<file path="config.mk">
export PLATFORM = sky130hd
export DESIGN_NAME = fmws_unit
export DESIGN_NICKNAME = d
export VERILOG_FILES = /design/src/fmws_pkg.sv /design/src/fmws_unit.sv
export SDC_FILE = /design/constraint.sdc
export NUM_CORES = 2
export LEC_CHECK = 0
export BUFFER_PORTS_ARGS = -buffer_cell sky130_fd_sc_hd__buf_2
export CAP_MARGIN = 30
export CORE_MARGIN = 4
export CORE_UTILIZATION = 65
export CTS_CLUSTER_DIAMETER = 80
export DETAILED_ROUTE_END_ITERATION = 12
export GPL_ROUTABILITY_DRIVEN = 0
export PLACE_DENSITY = 0.84
export SETUP_SLACK_MARGIN = 0.5
export SLEW_MARGIN = 20
export SYNTH_ARGS = -nofsm -noshare
export SYNTH_HDL_FRONTEND = slang
export SYNTH_SLANG_ARGS = --single-unit
export TNS_END_PERCENT = 50
</file>
<file path="constraint.sdc">
create_clock -name clk -period 21.7 [get_ports clk]
set_input_delay 3.255 -clock clk [delete_from_list [all_inputs] [get_ports clk]]
set_output_delay 3.255 -clock clk [all_outputs]
set_load 0.03 [all_outputs]
</file>
<file path="src/fmws_pkg.sv">
// fmws_pkg: shared types, constants and saturation helpers for the face
// maximum wave-speed block. Used by fmws_unit, fmws_seq and face_max_wave_speed.
`default_nettype none

package fmws_pkg;

  localparam int FRAC_BITS_DEF = 16;

  localparam logic [47:0] LIM = 48'hFFFF_FFFF_FFFF;
  localparam logic [17:0] GAMMA_RESET = 18'd91750;

  // operations of the shared arithmetic unit
  localparam logic [1:0] OP_MUL  = 2'd0;
  localparam logic [1:0] OP_DIV  = 2'd1;
  localparam logic [1:0] OP_SQRT = 2'd2;

  typedef struct packed {
    logic        start;
    logic [1:0]  op;
    logic [63:0] a;
    logic [63:0] b;
  } unit_ctl_t;

  typedef struct packed {
    logic busy;
    logic done;
  } unit_stat_t;

  typedef struct packed {
    logic        ovf;
    logic [47:0] val;
  } sat_t;

  // product shifted down, saturated to 48 bits
  function automatic sat_t mul_post(logic [127:0] prod, int sh);
    logic [63:0] r;
    sat_t        s;
    r = prod[63:0] >> sh;
    if (prod[127:64] != 64'd0 || r[63:48] != 16'd0) begin
      s.ovf = 1'b1;
      s.val = LIM;
    end else begin
      s.ovf = 1'b0;
      s.val = r[47:0];
    end
    return s;
  endfunction

  // quotient saturated to 48 bits
  function automatic sat_t div_post(logic [63:0] quo);
    sat_t s;
    if (quo[63:48] != 16'd0) begin
      s.ovf = 1'b1;
      s.val = LIM;
    end else begin
      s.ovf = 1'b0;
      s.val = quo[47:0];
    end
    return s;
  endfunction

  // true when num << sh no longer fits in 64 bits
  function automatic logic shl_ovf(logic [63:0] num, int sh);
    return (num >> (64 - sh)) != 64'd0;
  endfunction

endpackage

`default_nettype wire

</file>
<file path="src/fmws_unit.sv">
// fmws_unit: shared iterative arithmetic unit: 64x64 multiply in 16-bit digits,
// 64/32 restoring divide and 64-bit integer square root, one step per cycle.
// Depends on fmws_pkg.
`default_nettype none

module fmws_unit (
  input  wire logic               clk,
  input  wire logic               rst,
  input  wire fmws_pkg::unit_ctl_t ctl,
  output fmws_pkg::unit_stat_t    stat,
  output logic [127:0]            result
);

  logic         busy;
  logic         done;
  logic [1:0]   op;
  logic [5:0]   cnt;
  logic [63:0]  a;
  logic [63:0]  b;
  logic [127:0] acc;
  logic [35:0]  rem;
  logic [63:0]  quo;

  logic [79:0]  pp;
  logic [32:0]  drem;
  logic         dge;
  logic [35:0]  srem;
  logic [35:0]  trial;
  logic         sge;

  assign pp    = a * b[63:48];
  assign drem  = {rem[31:0], a[63]};
  assign dge   = drem >= {1'b0, b[31:0]};
  assign srem  = {rem[33:0], a[63:62]};
  assign trial = {2'b00, quo[31:0], 2'b01};
  assign sge   = srem >= trial;

  always_ff @(posedge clk) begin
    if (rst) begin
      busy <= 1'b0;
      done <= 1'b0;
    end else begin
      done <= 1'b0;
      if (ctl.start) begin
        busy <= 1'b1;
        op   <= ctl.op;
        a    <= ctl.a;
        b    <= ctl.b;
        acc  <= '0;
        rem  <= '0;
        quo  <= '0;
        unique case (ctl.op)
          fmws_pkg::OP_MUL:  cnt <= 6'd3;
          fmws_pkg::OP_DIV:  cnt <= 6'd63;
          default:           cnt <= 6'd31;
        endcase
      end else if (busy) begin
        unique case (op)
          fmws_pkg::OP_MUL: begin
            acc <= {acc[111:0], 16'd0} + {48'd0, pp};
            b   <= {b[47:0], 16'd0};
          end
          fmws_pkg::OP_DIV: begin
            rem <= dge ? {3'd0, drem - {1'b0, b[31:0]}} : {3'd0, drem};
            quo <= {quo[62:0], dge};
            a   <= {a[62:0], 1'b0};
          end
          default: begin
            rem <= sge ? srem - trial : srem;
            quo <= {quo[62:0], sge};
            a   <= {a[61:0], 2'b00};
          end
        endcase
        cnt <= cnt - 6'd1;
        if (cnt == 6'd0) begin
          busy <= 1'b0;
          done <= 1'b1;
        end
      end
    end
  end

  always_comb begin
    unique case (op)
      fmws_pkg::OP_MUL: result = acc;
      fmws_pkg::OP_DIV: result = {64'd0, quo};
      default:          result = {96'd0, quo[31:0]};
    endcase
  end

  assign stat.busy = busy;
  assign stat.done = done;

endmodule

`default_nettype wire

</file>
==> flow_metrics.env <==
export IMPL_synth_edf_count=362
export IMPL_ys_seq_area_share_pct=19.50
export IMPL_endpoint_kind="flip-flop"
export IMPL_outcome="finished clean"
export IMPL_setup_viol=0
export IMPL_synth_cells=6261
export IMPL_place_area_mm2=0.05770
export IMPL_worstMarginPinSlew_ns=1.055
export IMPL_crit_family="adder cells"
export IMPL_wirelength_mm=159.6
export IMPL_cts_reportedPaths_clkPinSlew_ns=0.06
export IMPL_layout_drive_gt1_share_pct=6.830
export IMPL_syn_avg_cell_area_um2=8.937
export IMPL_drt_pass1_iter_count=7
export IMPL_cts_sinks=364
export IMPL_synthTopCellsByCount="inv_1, nand2_1, fa_1"
export IMPL_rsz0062_at_grt="false"
export IMPL_grtUsageTotal_pct=36.04
export IMPL_nets=7549
export IMPL_critPathKind="flip-flop to flip-flop"
export IMPL_synth_warnings=0
export IMPL_n_fill_cell=6346
export IMPL_hpwl_mm=120.9
export IMPL_pin_count=263
export IMPL_grt_pass1_vias=46910
export IMPL_cts_setup_buffers=0
export IMPL_htree_levels=2
export IMPL_cts_buffers_inserted=46
export IMPL_antenna_found_initial=3
export IMPL_synth_flop_cell="edfxtp_1"
export IMPL_die_y_um=301.4
export IMPL_core_mm2=0.08528
export IMPL_final_antenna_net_count=0
export IMPL_grt_pass1_wl_mm=255.1
export IMPL_initial_core_util_pct=65.61
export IMPL_fin_crit_ns=8.418
export IMPL_areaGrowthSynthToFinish_pct=5.780
export IMPL_worstPathRequired_ns=22.06
export IMPL_hold_class="flip-flop to flip-flop"
export IMPL_hold_viol_final=0
export IMPL_cp_cell_sequence="buf_4 > nand2_1 > fa_1 > inv_1 > fa_1 > fa_1 > fa_1 > fa_1 > inv_1 > fa_1 > inv_1 > ha_1 > nand4_1 > or2_1 > nor4_1 > and3_1 > o2111ai_1 > a21oi_1 > o21ai_1 > a2111oi_0 > mux2_1"
export IMPL_post_synth_num_cell_types=87
export IMPL_setup_tns_ns=0
export IMPL_grt_max_degree=215
export IMPL_synth_seq_cells=364
export IMPL_cts_tree="done"
export IMPL_slew_violations=0
export IMPL_post_drt_wl_per_cell_um=21.49
export IMPL_max_stage_delay_ns=0.62
export IMPL_holdWs_ns=0.5605
export IMPL_cts_resized=0
export IMPL_cp_buffers_inverters=4
export IMPL_finalCritPeriodShare_pct=38.79
export IMPL_async_flop_share_pct=0
export IMPL_crit_top_cell="fa_1"
export IMPL_grt_ovfl_total=0
export IMPL_clock_root_buffer="clkbuf_16"
export IMPL_synthTopCellsByArea="fa_1, edfxtp_1, inv_1"
export IMPL_drt_first_iter_violations=4839
export IMPL_cp_start_kind="flip-flop"
export IMPL_crit_fanout=64
export IMPL_drc=0
export IMPL_syn_nets=7561
export IMPL_vias=45082
export IMPL_viasPerCell=6.071
export IMPL_clock_latency_ns=0.63
export IMPL_synth_area_mm2=0.05595
export IMPL_fin_skew_ns=0.02347
export IMPL_critPathSlowestCell="buf_4"
export IMPL_final_area_mm2=0.05919
export IMPL_max_freq_mhz=118.8
export IMPL_rows=107
export IMPL_drv_cap=0
export IMPL_yosysMostFrequentCell="inv_1"
export IMPL_cts_max_path_buffers=3
export IMPL_die_area_mm2=0.09084
export IMPL_synth_top_area_cell="fa_1"
export IMPL_cp_arrival_ns=8.78
export IMPL_portBuffers=262
export IMPL_cts_hold_buf=0
export IMPL_max_slew_margin_pct=29.70
export IMPL_fp_dieW_um=301.4
export IMPL_synth_top_cell_area_share_pct=33.31
==> per-layer routing <==
metal,global-route usage (%),routed length (um),vias to the layer above
met1,47.81,59210,21923
met5,0,21,-
met2,55.07,70170,2983
met3,9.913,20470,665
met4,17.93,9737,4
li1,-,-,19507
==> layout make-up <==
cell class / count / area (um^2) / area share (%)
multi-input cells: 4300 / 39050 / 65.98
clock buffers: 57 / 1232 / 2.082
diodes: 1 / 2.502 / 0.004228
clock inverters: 23 / 229.0 / 0.3868
repair buffers: 304 / 1702 / 2.875
flip-flops and latches: 364 / 10910 / 18.43
inverters: 1233 / 4628 / 7.819
well taps: 1144 / 1431 / 2.418
==> flip-flops by register name, indices dropped and copies added, names as in the netlist <==
signal	cells
op	2
done	1
cnt	6
a	64
rem	34
b	64
quo	64
busy	1
acc	128
==> cell usage in the layout, fill, tap and decap left out, types with 31 or more instances in the layout <==
cell type,instances
xnor2_1,76
o21ai_0,210
and3_1,39
mux2i_1,103
a21oi_1,209
ha_1,236
inv_1,1233
and2_1,452
buf_2,261
edfxtp_1,362
buf_4,37
nor2_1,266
clkbuf_16,46
nand2_1,976
xor2_1,48
nand3_1,49
a211oi_1,31
fa_1,931
nor2b_1,75
nor3_1,51
a21o_1,110
nand4_1,64
==> worst paths after layout <==
path / startpoint / endpoint / slack (ns) / cells after the start
worst max register to register: b[55]$_DFFE_PP_ / acc[125]$_SDFFCE_PP0P_ / 13.28 / 21
worst min-delay path: b[47]$_DFFE_PP_ / b[63]$_DFFE_PP_ / 0.56 / 1
worst max-delay path: b[55]$_DFFE_PP_ / acc[125]$_SDFFCE_PP0P_ / 13.28 / 21
worst min register to register: b[47]$_DFFE_PP_ / b[63]$_DFFE_PP_ / 0.56 / 1
==> worst reg2reg max path: cells and delay by family (launching register included) <==
| kind | cells | cell delay [ns] |
|---|---|---|
| buffers and inverters | 4 | 0.76 |
| and+or+nand+nor | 5 | 1.53 |
| DFF | 1 | 0.32 |
| AOI/OAI and AO/OA | 4 | 1.61 |
| muxes | 1 | 0.36 |
| adders and majority gates | 7 | 3.59 |
==> per-stage QoR <==
stage / std cells / setup WS [ns] / util (%)
4_1_cts: 7424 / 13.46 / 69.37
2_1_floorplan: 6261 / 3.284 / -
3_5_place_dp: 7344 / 13.51 / 67.66
6_report: 7426 / 13.28 / 69.41
5_1_grt: 7425 / 12.93 / 69.40
3_3_place_gp: 7342 / 13.69 / 67.62
==> kinds of logic after synthesis <==
| group | synth area share [%] |
|---|---|
| simple gates | 17.51 |
| buf+inv | 10.80 |
| fa+ha+maj | 38.59 |
| xor+xnor | 1.941 |
| compound gates | 9.132 |
| flops | 19.50 |
| mux | 2.527 |
Power is left out: the tool's default activity adds up to more than one toggle a clock period on the data nets, which glitch-free logic cannot reach.
